[src/rtl/brc_pkg.sv]
package brc_pkg;

	// Widths fixed by the row word and the register map.
	localparam int ROW_W        = 16;
	localparam int MODE_W       = 2;
	localparam int SIZE_W       = 5;
	localparam int ADDR_W       = 3;
	localparam int DATA_W       = 32;
	localparam int MAX_SIZE_DEF = 16;

	typedef enum logic [MODE_W-1:0] {
		MODE_REFLEX = 2'd0,
		MODE_TRANS  = 2'd1,
		MODE_SYM    = 2'd2,
		MODE_PASS   = 2'd3
	} closure_mode_t;

	// Register index, taken from paddr[2].
	localparam logic REG_MODE = 1'b0;
	localparam logic REG_SIZE = 1'b1;

	localparam closure_mode_t     MODE_RST = MODE_TRANS;
	localparam logic [SIZE_W-1:0] SIZE_RST = 5'd16;

endpackage

[src/rtl/binary_relation_closure_unit.sv]
// Closure of a square 0/1 relation, one matrix row per word.
// Input channel: in_valid/in_ready carry in_row, row 0 first; bit j is column j.
// Output channel: out_valid/out_ready carry out_row and out_last, row 0 first;
// out_last marks the final row. Bits at and above the matrix size read as zero.
// Configuration: APB-style port, closure_mode at address 0 (0 reflexive,
// 1 transitive, 2 symmetric, 3 pass-through) and matrix_size at address 4.
// Write the registers only while no matrix is being loaded or processed.
// Processing: rows load at one per cycle. After the last row the
// single read/update unit runs over the work memory, each row access a read
// followed by a use of the registered data and a write-back. The result then
// drains row by row.
// in_ready stays low from the last row of a matrix until its last row leaves.
// When the receiver stalls, the current result row is held on the output
// register and the sequencer waits.
// Reset clears the load position, aborts any matrix in progress and sets
// closure_mode to transitive and matrix_size to 16. Stored rows are not cleared.
module binary_relation_closure_unit
	import brc_pkg::*;
#(
	parameter int MAX_SIZE = MAX_SIZE_DEF
) (
	input  logic              clk,
	input  logic              arst_n,
	input  logic              in_valid,
	output logic              in_ready,
	input  logic [ROW_W-1:0]  in_row,
	output logic              out_valid,
	input  logic              out_ready,
	output logic [ROW_W-1:0]  out_row,
	output logic              out_last,
	input  logic              psel,
	input  logic              penable,
	input  logic              pwrite,
	input  logic [ADDR_W-1:0] paddr,
	input  logic [DATA_W-1:0] pwdata,
	output logic [DATA_W-1:0] prdata,
	output logic              pready
);

	localparam int IDX_W = (MAX_SIZE > 1) ? $clog2(MAX_SIZE) : 1;

	typedef enum logic [2:0] {
		S_LOAD,
		S_COPY,
		S_PIVOT,
		S_WARSH,
		S_SYM,
		S_OUT,
		S_HOLD
	} state_t;

	state_t            state_q;
	logic              sub_q;
	logic [IDX_W-1:0]  a_q;
	logic [IDX_W-1:0]  b_q;
	logic [IDX_W-1:0]  load_count_q;
	logic [ROW_W-1:0]  pivot_q;
	logic [ROW_W-1:0]  acc_q;
	logic [ROW_W-1:0]  out_row_q;
	logic              out_last_q;
	logic              out_valid_q;

	closure_mode_t     mode_q;
	logic [SIZE_W-1:0] size_q;

	logic [ROW_W-1:0]  rel_mem [MAX_SIZE];
	logic [ROW_W-1:0]  work_mem [MAX_SIZE];
	logic [ROW_W-1:0]  rel_rdata_q;
	logic [ROW_W-1:0]  work_rdata_q;
	logic [IDX_W-1:0]  rel_raddr;
	logic [IDX_W-1:0]  work_raddr;

	logic              work_we;
	logic [IDX_W-1:0]  work_waddr;
	logic [ROW_W-1:0]  work_wdata;

	logic [IDX_W-1:0]  last_idx;
	logic [ROW_W-1:0]  col_mask;
	logic [IDX_W-1:0]  load_idx;
	logic              load_done;
	logic              in_fire;
	logic              cfg_write;
	logic [ROW_W-1:0]  onehot_a;
	logic [ROW_W-1:0]  onehot_b;
	logic [ROW_W-1:0]  sym_row;
	logic [ROW_W-1:0]  acc_next;

	// Effective size: zero acts as one, anything above the depth as the depth.
	always_comb begin
		if (size_q == '0) begin
			last_idx = '0;
		end else if (int'(size_q) > MAX_SIZE) begin
			last_idx = IDX_W'(MAX_SIZE - 1);
		end else begin
			last_idx = IDX_W'(size_q - SIZE_W'(1));
		end
	end

	assign col_mask  = ~((~ROW_W'(0) << last_idx) << 1);
	assign load_idx  = (load_count_q >= last_idx) ? last_idx : load_count_q;
	assign load_done = (load_idx == last_idx);

	assign in_ready  = (state_q == S_LOAD);
	assign in_fire   = in_valid && in_ready;
	assign out_valid = out_valid_q;
	assign out_row   = out_row_q;
	assign out_last  = out_last_q;

	assign onehot_a  = ROW_W'(1) << a_q;
	assign onehot_b  = ROW_W'(1) << b_q;

	// Symmetric pass: row a gathers column a of every row, plus its own bits.
	assign sym_row   = rel_rdata_q & col_mask;
	assign acc_next  = acc_q
		| ((|(sym_row & onehot_a)) ? onehot_b : '0)
		| ((b_q == a_q) ? sym_row : '0);

	assign rel_raddr  = (state_q == S_SYM) ? b_q : a_q;
	assign work_raddr = (state_q == S_WARSH) ? b_q : a_q;

	always_comb begin
		work_we    = 1'b0;
		work_waddr = a_q;
		work_wdata = rel_rdata_q & col_mask;
		case (state_q)
			S_COPY: begin
				work_we = sub_q;
				if (mode_q == MODE_REFLEX) begin
					work_wdata = (rel_rdata_q & col_mask) | onehot_a;
				end
			end
			S_WARSH: begin
				work_we    = sub_q && (|(work_rdata_q & onehot_a));
				work_waddr = b_q;
				work_wdata = work_rdata_q | pivot_q;
			end
			S_SYM: begin
				work_we    = sub_q && (b_q == last_idx);
				work_wdata = acc_next;
			end
			default: begin
				work_we = 1'b0;
			end
		endcase
	end

	always_ff @(posedge clk) begin
		if (in_fire) begin
			rel_mem[load_idx] <= in_row & col_mask;
		end
		rel_rdata_q <= rel_mem[rel_raddr];
	end

	always_ff @(posedge clk) begin
		if (work_we) begin
			work_mem[work_waddr] <= work_wdata;
		end
		work_rdata_q <= work_mem[work_raddr];
	end

	assign pready    = 1'b1;
	assign cfg_write = psel && penable && pwrite;

	always_ff @(posedge clk or negedge arst_n) begin
		if (!arst_n) begin
			mode_q <= MODE_RST;
			size_q <= SIZE_RST;
		end else if (cfg_write) begin
			case (paddr[2])
				REG_MODE: mode_q <= closure_mode_t'(pwdata[MODE_W-1:0]);
				REG_SIZE: size_q <= pwdata[SIZE_W-1:0];
				default:  mode_q <= mode_q;
			endcase
		end
	end

	always_comb begin
		case (paddr[2])
			REG_MODE: prdata = DATA_W'(mode_q);
			REG_SIZE: prdata = DATA_W'(size_q);
			default:  prdata = '0;
		endcase
	end

	// Each sequencer memory access is split by sub_q: sub_q low issues the read,
	// sub_q high uses the registered data and writes back.
	always_ff @(posedge clk or negedge arst_n) begin
		if (!arst_n) begin
			state_q      <= S_LOAD;
			sub_q        <= 1'b0;
			a_q          <= '0;
			b_q          <= '0;
			load_count_q <= '0;
			pivot_q      <= '0;
			acc_q        <= '0;
			out_row_q    <= '0;
			out_last_q   <= 1'b0;
			out_valid_q  <= 1'b0;
		end else begin
			case (state_q)
				S_LOAD: begin
					if (in_valid) begin
						if (load_done) begin
							load_count_q <= '0;
							a_q          <= '0;
							b_q          <= '0;
							sub_q        <= 1'b0;
							acc_q        <= '0;
							state_q      <= (mode_q == MODE_SYM) ? S_SYM : S_COPY;
						end else begin
							load_count_q <= load_idx + IDX_W'(1);
						end
					end
				end
				S_COPY: begin
					if (!sub_q) begin
						sub_q <= 1'b1;
					end else begin
						sub_q <= 1'b0;
						if (a_q == last_idx) begin
							a_q     <= '0;
							state_q <= (mode_q == MODE_TRANS) ? S_PIVOT : S_OUT;
						end else begin
							a_q <= a_q + IDX_W'(1);
						end
					end
				end
				S_PIVOT: begin
					if (!sub_q) begin
						sub_q <= 1'b1;
					end else begin
						sub_q   <= 1'b0;
						pivot_q <= work_rdata_q;
						b_q     <= '0;
						state_q <= S_WARSH;
					end
				end
				S_WARSH: begin
					if (!sub_q) begin
						sub_q <= 1'b1;
					end else begin
						sub_q <= 1'b0;
						if (b_q == last_idx) begin
							b_q <= '0;
							if (a_q == last_idx) begin
								a_q     <= '0;
								state_q <= S_OUT;
							end else begin
								a_q     <= a_q + IDX_W'(1);
								state_q <= S_PIVOT;
							end
						end else begin
							b_q <= b_q + IDX_W'(1);
						end
					end
				end
				S_SYM: begin
					if (!sub_q) begin
						sub_q <= 1'b1;
					end else begin
						sub_q <= 1'b0;
						if (b_q == last_idx) begin
							acc_q <= '0;
							b_q   <= '0;
							if (a_q == last_idx) begin
								a_q     <= '0;
								state_q <= S_OUT;
							end else begin
								a_q <= a_q + IDX_W'(1);
							end
						end else begin
							acc_q <= acc_next;
							b_q   <= b_q + IDX_W'(1);
						end
					end
				end
				S_OUT: begin
					if (!sub_q) begin
						sub_q <= 1'b1;
					end else begin
						sub_q       <= 1'b0;
						out_row_q   <= work_rdata_q;
						out_last_q  <= (a_q == last_idx);
						out_valid_q <= 1'b1;
						state_q     <= S_HOLD;
					end
				end
				S_HOLD: begin
					if (out_ready) begin
						out_valid_q <= 1'b0;
						if (out_last_q) begin
							a_q     <= '0;
							state_q <= S_LOAD;
						end else begin
							a_q     <= a_q + IDX_W'(1);
							state_q <= S_OUT;
						end
					end
				end
				default: begin
					state_q <= S_LOAD;
				end
			endcase
		end
	end

`ifndef SYNTHESIS
	a_no_overlap: assert property (@(posedge clk) disable iff (!arst_n)
		!(in_ready && out_valid))
		else $error("input taken while a result word is pending");

	a_reload_after_last: assert property (@(posedge clk) disable iff (!arst_n)
		(out_valid && out_ready && out_last) |=> in_ready)
		else $error("not ready for a new matrix after the final result word");

	a_count_idle: assert property (@(posedge clk) disable iff (!arst_n)
		(state_q != S_LOAD) |-> (load_count_q == '0))
		else $error("load position not cleared while processing a matrix");
`endif

endmodule

[config.mk]
export PLATFORM = sky130hd
export DESIGN_NAME = binary_relation_closure_unit
export DESIGN_NICKNAME = d
export VERILOG_FILES = /design/src/rtl/brc_pkg.sv /design/src/rtl/binary_relation_closure_unit.sv
export SDC_FILE = /design/constraint.sdc
export NUM_CORES = 1
export LEC_CHECK = 0
export BUFFER_PORTS_ARGS = -buffer_cell sky130_fd_sc_hd__clkbuf_2
export CAP_MARGIN = 20
export CORE_AREA = 10 10 231 233
export DETAILED_ROUTE_END_ITERATION = 10
export DIE_AREA = 0 0 241 243
export GPL_TIMING_DRIVEN = 0
export PLACE_DENSITY_LB_ADDON = 0.12
export SYNTH_ARGS = -nofsm -noshare
export SYNTH_HDL_FRONTEND = slang
export SYNTH_SLANG_ARGS = --single-unit
[constraint.sdc]
create_clock -name clk -period 9 [get_ports clk]
set_clock_uncertainty 0.1 [all_clocks]
set_input_delay 1.8 -clock clk [delete_from_list [all_inputs] [get_ports clk]]
set_output_delay 1.8 -clock clk [all_outputs]
set_load 0.03 [all_outputs]
After elaboration in Yosys (flattened, before gate mapping)
Memories as Yosys holds them, arrays and structs flattened. A register that Yosys moved wholly into a read port is not among the register bits.
Index checks and enable logic that the tools add are counted.
{ "totals": {"regBits": 73, "ramBits": 512, "input_bits": 58, "output_inout_bits": 52, "wordCells": 145, "mem_count": 2} }
{ "mem_list": {"columns": ["name", "words", "word_bits", "read_ports", "rd_clocked_by_memory_dff", "wr", "line_no", "text"], "rows": [
  ["rel_mem", 16, 16, 1, 1, 1, "binary_relation_closure_unit.sv:66", "logic [ROW_W-1:0] rel_mem [MAX_SIZE];"],
  ["work_mem", 16, 16, 1, 1, 1, "binary_relation_closure_unit.sv:67", "logic [ROW_W-1:0] work_mem [MAX_SIZE];"]
]} }
{ "op_classes": {"addsub": 4, "magnitude_cmp": 2, "n_eq_ne": 26, "n_shift": 3, "muxes": 58, "n_bitwise": 10, "n_reduce_logical": 28} }
{ "ops": {"columns": ["operator", "n"], "rows": [
  ["two-way mux 16 bit", 7],
  ["two-way mux 4 bit", 17],
  ["AND 16 bit", 4],
  ["OR 16 bit", 4],
  ["one-hot mux 32 bit (2 select lines)", 1],
  ["two-way mux 3 bit", 16],
  ["one-hot mux 16 bit (3 select lines)", 1],
  ["one-hot mux 16 bit (2 select lines)", 1],
  ["OR reduction 16 bit", 2],
  ["<< shifter 1 x 4 -> 16 bit (first input constant)", 2],
  ["one-hot mux 3 bit (7 select lines)", 1],
  ["== test 4 bit", 4],
  ["!= test 2 bit (second input constant)", 8],
  ["NOT 16 bit", 1],
  ["one-hot mux 4 bit (4 select lines)", 1],
  ["<< shifter 16 x 4 -> 15 bit (first input constant)", 1],
  ["adder 4 x 1 -> 4 bit (second input constant)", 3],
  ["!= test 2 x 1 -> 1 bit (second input constant)", 6],
  ["one-hot mux 4 bit (3 select lines)", 1],
  ["AND reduction 12 bit", 1],
  ["AND reduction 2 bit", 5],
  ["== test 3 bit (second input constant)", 3],
  ["two-way mux 1 bit", 9],
  ["AND reduction 7 bit", 1],
  ["other kinds (22)", 31]
]} }

Depth between registers and ports, before layout
Gate-level depths: netlist of run 1.
{ "depth": {"depth_word": 14, "mapped_depth": 21, "mapped_depth_nobuf": 17} }

Worst setup path before layout of run 1
Ideal clock, no wire load.
{ "synth_path": {"path_kind": "register to register", "startpoint": "register size_q[0]", "endpoint": "memory work_mem[2][0], enable pin", "setup_time_ps": 430, "arrival_time_ps": 4295, "required_ps": 8470, "setup_slack_ps": 4175, "path_stages_with_launch": 16, "path_buffers": 4, "synth_period_minus_slack_ps": 4825, "path_cell_list": "dfrtp_1 > buf_2 > inv_1 > ha_1 > buf_2 > and3b_1 > or3_1 > clkinv_1 > buf_2 > xnor2_1 > o211ai_1 > nand2_1 > nand2_1 > a21o_1 > clkbuf_1 > nor4_1"} }
{ "synth_between": {"elab_chain_cells": 8, "word_cells_on_any_way": 10, "classes_between": "add/sub: 1; order compare: 1; eq/ne: 1; mux: 5; reduce/logical: 2"} }
{ "synth_lines": {"columns": ["item", "line_no", "text"], "rows": [
  ["from (decl)", "binary_relation_closure_unit.sv:64", "logic [SIZE_W-1:0] size_q;"],
  ["from (signal assigned)", "binary_relation_closure_unit.sv:171", "REG_SIZE: size_q <= pwdata[SIZE_W-1:0];"],
  ["subtractor 4 x 1 -> 4 bit / > comparator 5 bit (equally long branches)", "binary_relation_closure_unit.sv:95, binary_relation_closure_unit.sv:92", null],
  ["two-way mux 4 bit", "binary_relation_closure_unit.sv:92", "end else if (int'(size_q) > MAX_SIZE) begin"],
  ["two-way mux 4 bit (*)", "binary_relation_closure_unit.sv:90", "if (size_q == '0) begin"],
  ["== test 4 bit (*)", "binary_relation_closure_unit.sv:138", "work_we = sub_q && (b_q == last_idx);"],
  ["logical AND 1 bit (*)", "binary_relation_closure_unit.sv:138", null],
  ["one-hot mux 1 bit (3 select lines) (*)", "binary_relation_closure_unit.sv:125", "case (state_q)"],
  ["two-way mux 1 bit (*)", "binary_relation_closure_unit.sv:155", "if (work_we) begin"],
  ["two-way mux 1 bit (not written as such) (*)", "binary_relation_closure_unit.sv:156", "work_mem[work_waddr] <= work_wdata;"],
  ["to (decl)", "binary_relation_closure_unit.sv:67", null]
]} }
Mark *: on every way between the ends. The rest lies on a longest branch, timed or not.

Worst setup path in the final report of run 1
{ "layout_path": {"startpoint": "register size_q[0]", "endpoint": "memory rel_mem[3][4], enable pin"} }
{ "layout_between": {"elab_chain_cells": 5, "word_cells_on_any_way": 7, "classes_between": "add/sub: 1; order compare: 2; mux: 3; reduce/logical: 1"} }
{ "layout_lines": {"columns": ["item", "line_no", "text"], "rows": [
  ["subtractor 4 x 1 -> 4 bit / > comparator 5 bit (equally long branches)", "binary_relation_closure_unit.sv:95, binary_relation_closure_unit.sv:92", null],
  ["two-way mux 4 bit", "binary_relation_closure_unit.sv:92", null],
  ["two-way mux 4 bit (*)", "binary_relation_closure_unit.sv:90", null],
  [">= comparator 4 bit", "binary_relation_closure_unit.sv:100", "assign load_idx = (load_count_q >= last_idx) ? last_idx : load_count_q;"],
  ["two-way mux 4 bit (*)", "binary_relation_closure_unit.sv:100", null],
  ["to (decl)", "binary_relation_closure_unit.sv:66", null]
]} }
Marks and branches as above.

==> results of run 1 <==
==> layout make-up <==
cell class | count | share of cell area (%)
clock inverters | 34 | 1.04
repair buffers | 113 | 3.08
inverters | 27 | 0.333
plain buffers | 156 | 2.37
flip-flops and latches | 617 | 58.6
well taps | 622 | 2.55
clock buffers | 77 | 5.24
multi-input cells | 1199 | 26.8
==> routing by layer <==
metal	vias to the layer above	GRT usage, %
met5	-	0
met4	0	7.90
met3	126	5.46
met2	825	38.4
met1	8910	36.0
li1	7861	-
==> sequential cells by signal, summed over array words and instances (netlist names), 3 cells and up <==
signal / count
state_q: 3
acc_q: 16
size_q: 5
pivot_q: 16
work_rdata_q: 16
out_row: 16
rel_rdata_q: 16
a_q: 4
rel_mem: 256
work_mem: 256
b_q: 4
load_count_q: 4
==> Yosys cell counts, drive strengths merged (10+ instances only) <==
cell	number
nand4	12
o21ai	64
nor2	76
inv	24
clkbuf	97
a21o	13
nor4	14
dfrtp	71
dfxtp	32
a211oi	20
mux4	65
and2	38
nor3	17
and3	43
ha	21
nand2	352
nand3	81
a31oi	45
buf	59
mux2	41
a21oi	58
o21a	10
edfxtp	512
a311oi	50
==> cells in the final DEF, fill, tap and decap left out, types with 15 or more instances in the layout <==
| cell type | count |
|---|---|
| mux4_2 | 65 |
| clkinv_1 | 15 |
| inv_1 | 24 |
| o21ai_0 | 60 |
| a21oi_1 | 56 |
| a31oi_1 | 45 |
| ha_1 | 21 |
| conb_1 | 28 |
| a311oi_1 | 50 |
| nand3_1 | 80 |
| and3_1 | 43 |
| clkbuf_1 | 112 |
| buf_2 | 17 |
| and2_1 | 35 |
| buf_4 | 61 |
| clkbuf_16 | 61 |
| nand2_1 | 352 |
| a211oi_1 | 19 |
| dfxtp_1 | 32 |
| dfrtp_1 | 71 |
| nor2_1 | 59 |
| mux2_2 | 40 |
| clkbuf_2 | 51 |
| edfxtp_1 | 512 |
| nor2_2 | 17 |
==> cell families (layout without fill, tap and decap cells) <==
group / count (synthesis) / after routing / share of synthesized area [%]
AND/OR/NAND/NOR: 675 / 675 / 11.7
flip-flops: 617 / 617 / 67.1
AO/OA/AOI/OAI: 350 / 350 / 9.13
buffers and inverters: 183 / 407 / 3.10
multiplexers: 113 / 113 / 7.52
adder cells (fa/ha/maj): 23 / 23 / 1.06
XOR/XNOR: 10 / 10 / 0.329
other: 2 / 28 / 0.0283
==> metrics by stage <==
| step | area (um^2) | std cells |
|---|---|---|
| global placement | 27700 | 2673 |
| CTS | 30400 | 2841 |
| floorplan | 26700 | 1999 |
| global route | 30500 | 2845 |
| detailed placement | 28500 | 2730 |
| finish | 30500 | 2845 |
==> critical path, cell delays in order, from the launching register on <==
cell	delay, ns
dfrtp_1	0.43
buf_2	0.25
inv_1	0.07
ha_1	0.24
or3b_1	0.17
clkbuf_1	0.32
nor2_1	0.20
nor2_1	0.48
inv_1	0.21
ha_1	0.31
or2_2	0.29
clkbuf_1	0.16
and2_0	0.18
clkbuf_1	0.16
o21ai_0	0.42
ha_1	0.32
nand2_1	0.21
nor2_2	0.53
buf_8	0.22
==> how the worst min path moves through the flow <==
stage / startpoint / endpoint / slack, ns
3_5_place_dp: acc_q[11] / acc_q[11] / 0.37
3_3_place_gp: acc_q[8] / acc_q[8] / 0.36
4_1_cts: acc_q[11] / acc_q[11] / 0.39
2_1_floorplan: acc_q[8] / acc_q[8] / 0.34
5_1_grt: acc_q[1] / acc_q[1] / 0.42
6_report: acc_q[11] / acc_q[11] / 0.39
==> report_power, final <==
group / total, uW / switching [uW] / internal, uW
Sequential: 4060 / 223 / 3830
Combinational: 4140 / 2830 / 1310
Clock: 2450 / 1080 / 1370
==> key figures, run 1 <==
Outcome
  • Status: completed

Yosys
  • Ranking of synthesized cells by area: edfxtp_1 58%, dfrtp_1 6.7%, mux4_2 5.5%
  • Gate Count Post-Synth: 1973
  • Post-synthesis sequential area ratio: 67.1%
  • Synthesized area: 26600 um^2
  • Async S/R FF share, synth: 11.8%
  • Top FF cell, synth: edfxtp_1
  • Flops & latches, synth: 617
  • Leading area contributor after synthesis: edfxtp_1
  • Syn avg cell area: 13.5 um^2
  • Synth unique cells: 86
  • Yosys warning total: 0
  • Number of synthesized flops with an enable pin: 512
  • Area share of the largest cell type after synthesis: 57.8%

Clock tree
  • H-tree Lvls: 2
  • Root Buffer: clkbuf_16
  • CTS Buf Count: 61
  • Hold-fix buffers, CTS: 0
  • Post-CTS setup buffer count: 0
  • Resize count post-CTS: 0
  • Clock Path Buffers: 3
  • Clock transition at path regs: 0.06 ns
  • Clock Sinks: 617
  • CTS tree: done
  • Clock latency on the worst-skew pair: 0.64 ns

STA
  • Least-Margin Pin Slew: 1.15 ns
  • Slack of the critical path: 3.47 ns
  • FMAX: 181 MHz
  • Rel. slew slack: 23.1%
  • RSZ-0062 raised after global routing: false
  • Pins Over Slew Limit: 0
  • WHS: 0.387 ns
  • Setup-failing EPs final: 0
  • Period utilisation layout: 61.5%
  • Post-route setup TNS: 0 ns
  • Final Hold Vio Count: 0
  • Final Critical Period: 5.53 ns

Setup path
  • CP startpoint: size_q[0]
  • Worst reg-to-reg path cell count: 18
  • Worst setup SP type: flop
  • R2r setup slk: 3.47 ns
  • Critical Path End: rel_mem[3][4]
  • Reg2reg start: size_q[0]
  • Critical Path AT: 5.78 ns
  • WP data required: 9.25 ns
  • FF-to-FF End: rel_mem[3][4]
  • Setup CP Type: reg -> reg
  • Critical Path Fanout Max: 10
  • CP Capture Type: flop

Drt
  • Top layer in use: met4
  • Total detailed-routing wirelength: 74.1 mm
  • Drt first pass iters: 8
  • Initial drt markers: 2244
  • Vias: 17722
  • Post-detailed-route count of antenna-violating nets: 0
  • Post-DR wirelength/cell: 26.1 um
  • WL met1: 31.0 mm
  • Vias per cell: 6.23
  • Met3 WL: 6.97 mm
  • Met2 WL: 34.0 mm
  • DRC viols: 0

Power
  • Leak Pwr: 0.0109 uW
  • Power per cell area: 349 nW/um^2
  • Tot Pwr: 10600 uW
  • Max rail drop VDD: 0.250 mV

Placed design
  • Final RePlAce weighted congestion: 0.975
  • Dpl ws: 3.61 ns
  • Dpl hpwl: 53.1 mm
  • Number of port buffers: 52

Final layout
  • Area of the multi-input gates: 8170 um^2
  • Fillers: 3717
  • Layout area overhead: 14.6%
  • Layout net count: 2254
  • Proportion of layout cells with a drive suffix above 1: 18.2%
  • Post-layout util: 62.6%
  • Antenna cells: 0
  • Reg area: 17800 um^2

Die
  • Die Height: 243 um
  • Initial Utilization: 54.6%
  • Width of the chip: 241 um
  • Core region area: 48600 um^2
  • Die area: 58600 um^2
  • Num ports: 110
  • # rows: 81

Global route
  • Initial antenna violation count: 3
  • Gr usage total: 25.3%
  • Gr ovfl total: 0
  • First-pass GRT wire length: 111 mm
  • Pin count of the biggest net entering global routing: 42
  • Vias in the first global route: 17177

Min path
  • Hold Crit Depth: 2
  • Worst Hold Class: reg -> reg

Job
  • Max_cap viols: 0
(Power assumes the default switching activity.)
==> run 2, diff against run 1 <==
==> constraint.sdc (replaced) <==
create_clock -name clk -period 5.05 [get_ports clk]
set_clock_uncertainty 0.1 [all_clocks]
set_input_delay 1.01 -clock clk [delete_from_list [all_inputs] [get_ports clk]]
set_output_delay 1.01 -clock clk [all_outputs]
set_load 0.03 [all_outputs]
==> run 2 against run 1 <==
Effect of this change:
- setup slack worse by 3.3 ns
- clock-buffer cell count is the same
- maximum frequency rose by 12%
- wire length grew 0.23%
- combinational power rose by 80%
- clock power rose by 78%
- power grew 79%
- critical path type unchanged
- sequential share of layout area decreased by 0.29 points
- cell count up 0.21%
- sequential cell count unchanged
- die area unchanged
==> key figures, run 2 (synthesis gave the netlist of run 1 again) <==
Final layout
  • Most common cell after layout, fill and taps aside: edfxtp_1
  • Post-layout util: 62.9% (+0.32 points)
  • Final std cells w/o fill: 2851 (+0.21%)
  • Layout net count: 2259 (+0.22%)
  • Layout area overhead: 15.2%
  • Proportion of layout cells with a drive suffix above 1: 19.0% (+0.77 points)
  • Biggest regs: rel_mem: 256 flops, work_mem: 256 flops
  • Most frequent cells in the layout: 512 x edfxtp_1, 351 x nand2_1, 110 x clkbuf_1, 80 x nand3_1, 71 x dfrtp_1

STA
  • Period utilisation layout: 97.4% (+36 points)
  • Final Critical Period: 4.92 ns (-0.613 ns)
  • Pins Over Slew Limit: 0 (unchanged)
  • Rel. slew slack: 21.8% (-1.3 points)
  • RSZ-0062 raised after global routing: true
  • FMAX: 203 MHz (+12%)
  • Post-route setup TNS: 0 ns (unchanged)
  • Least-Margin Pin Slew: 1.17 ns (+0.0192 ns)
  • Setup-failing EPs final: 0 (unchanged)
  • Final Hold Vio Count: 0 (unchanged)

Setup path
  • Critical Path AT: 5.16 ns (-0.62 ns)
  • CP Capture Type: flop
  • Slowest-stage cell, CP: nor4_2
  • Setup CP Type: reg -> reg
  • Worst setup SP type: flop
  • Worst path most repeated cell: buf_2
  • Crit path largest cell delay: 0.61 ns (+0.08 ns)
  • Critical Path Fanout Max: 10 (unchanged)
  • Crit path cell chain: buf_2, inv_1, ha_1, buf_2, and3b_1, or3_1, clkinv_1, buf_2, xnor2_1, o211ai_1, nand2_1, nand2_1, a21o_1, clkbuf_2, nor4_2, buf_4
  • R2r setup slk: 0.13 ns (-3.34 ns)
  • WP data required: 5.29 ns (-3.96 ns)

Clock tree
  • CTS Buf Count: 61 (unchanged)
  • Root Buffer: clkbuf_16
  • Clock transition at path regs: 0.07 ns (about the same)
  • Clock Path Buffers: 3 (unchanged)
  • H-tree Lvls: 2 (unchanged)
  • Clock Sinks: 617 (unchanged)
  • Clock latency on the worst-skew pair: 0.64 ns (about the same)
  • Hold-fix buffers, CTS: 0 (unchanged)
  • CTS tree: done

Drt
  • WL met1: 31.2 mm (+0.81%)
  • Vias: 17832 (+0.62%)
  • Drt first pass iters: 6 (-2)
  • Post-DR wirelength/cell: 26.1 um (about the same)
  • Initial drt markers: 1934 (-14%)
  • Post-detailed-route count of antenna-violating nets: 0 (unchanged)
  • Top layer in use: met4
  • Vias per cell: 6.25 (+0.41%)
  • DRC viols: 0 (unchanged)
  • Met2 WL: 34.4 mm (+0.91%)
  • Total detailed-routing wirelength: 74.3 mm (+0.23%)
  • Met3 WL: 6.74 mm (-3.3%)

Global route
  • First-pass GRT wire length: 111 mm (about the same)
  • Gr usage total: 25.3% (about the same)
  • Pin count of the biggest net entering global routing: 42 (unchanged)
  • Gr ovfl total: 0 (unchanged)
  • Vias in the first global route: 17203 (+0.15%)
  • Initial antenna violation count: 2 (-1)

Die
  • Num ports: 110 (unchanged)
  • Initial Utilization: 54.6% (unchanged)
  • Width of the chip: 241 um (unchanged)
  • # rows: 81 (unchanged)
  • Die Height: 243 um (unchanged)
  • Die area: 58600 um^2 (unchanged)
  • Core region area: 48600 um^2 (unchanged)

Placed design
  • DP Cell Count: 2730 (unchanged)
  • Dpl hpwl: 53.1 mm (unchanged)
  • Number of port buffers: 52 (unchanged)
  • Final RePlAce weighted congestion: 0.975 (unchanged)

Power
  • Max rail drop VDD: 0.447 mV (+78%)
  • Power per cell area: 623 nW/um^2 (+78%)
  • Leak Pwr: 0.0110 uW (+0.49%)

Min path
  • Worst Hold Class: in -> async

Outcome
  • Status: completed

Job
  • Max_cap viols: 0 (unchanged)
==> run 2: layer usage <==
metal  up-vias  global-route usage, %
met3       122                   5.46
met1      9022                   35.9
met4         0                   7.90
li1       7866                      -
met5         -                      0
met2       822                   38.4
==> run 2: power by group <==
group          total (uW)  switching (uW)  internal (uW)
Clock                4370            1920           2440
Combinational        7470            5110           2370
Sequential           7230             401           6830
Total               19100            7430          11600
==> run 2: through the flow <==
step | hold WS (ns) | setup WS [ns] | total power (uW) | area (um^2)
floorplan | 0.344 | 0.225 | 11600 | 26700
global placement | 0.362 | -1.52 | 14100 | 27700
detailed placement | 0.373 | -0.345 | 14500 | 28500
CTS | 0.290 | 0.0499 | 18900 | 30500
global route | 0.329 | -0.116 | 19900 | 30600
finish | 0.304 | 0.130 | 19100 | 30600
==> run 2: final cells by class <==
type                       instances  area, um^2
sequential                       617       17800
multi-input combinational       1199        8280
antenna                            1        2.50
clock buffer                      77        1600
timing repair buffer             118         976
fill                            3695       18000
buffer                           156         724
clock inverter                    34         315
inverter                          27         101
tap                              622         778
==> run 2: final timing paths <==
path | startpoint | endpoint | depth (start not counted)
setup / recovery | size_q[0] | work_mem[2][8] | 16
hold / removal | arst_n | a_q[1] | 1
setup reg to reg | size_q[0] | work_mem[2][8] | 16
hold reg to reg | acc_q[11] | acc_q[11] | 2
max in group asynchronous | arst_n | out_row[15] | 2
min in group clk | acc_q[11] | acc_q[11] | 2
==> run 2: critical path: cells and delay by family, from the launching register on <==
kind                       cells  cell delay (ns)
xor gates and xnor gates       1             0.14
buffers and inverters          7             1.53
and+or+nand+nor                5             1.52
AOI/OAI and AO/OA              2             0.65
adders and majority gates      1             0.24
DFF                            1             0.44
==> run 2: repair_timing <==
action,4_1_cts,5_1_grt
setup endpoints to repair,233,393
pin swaps,0,2
resized for setup,9,20
buffers inserted,0,5
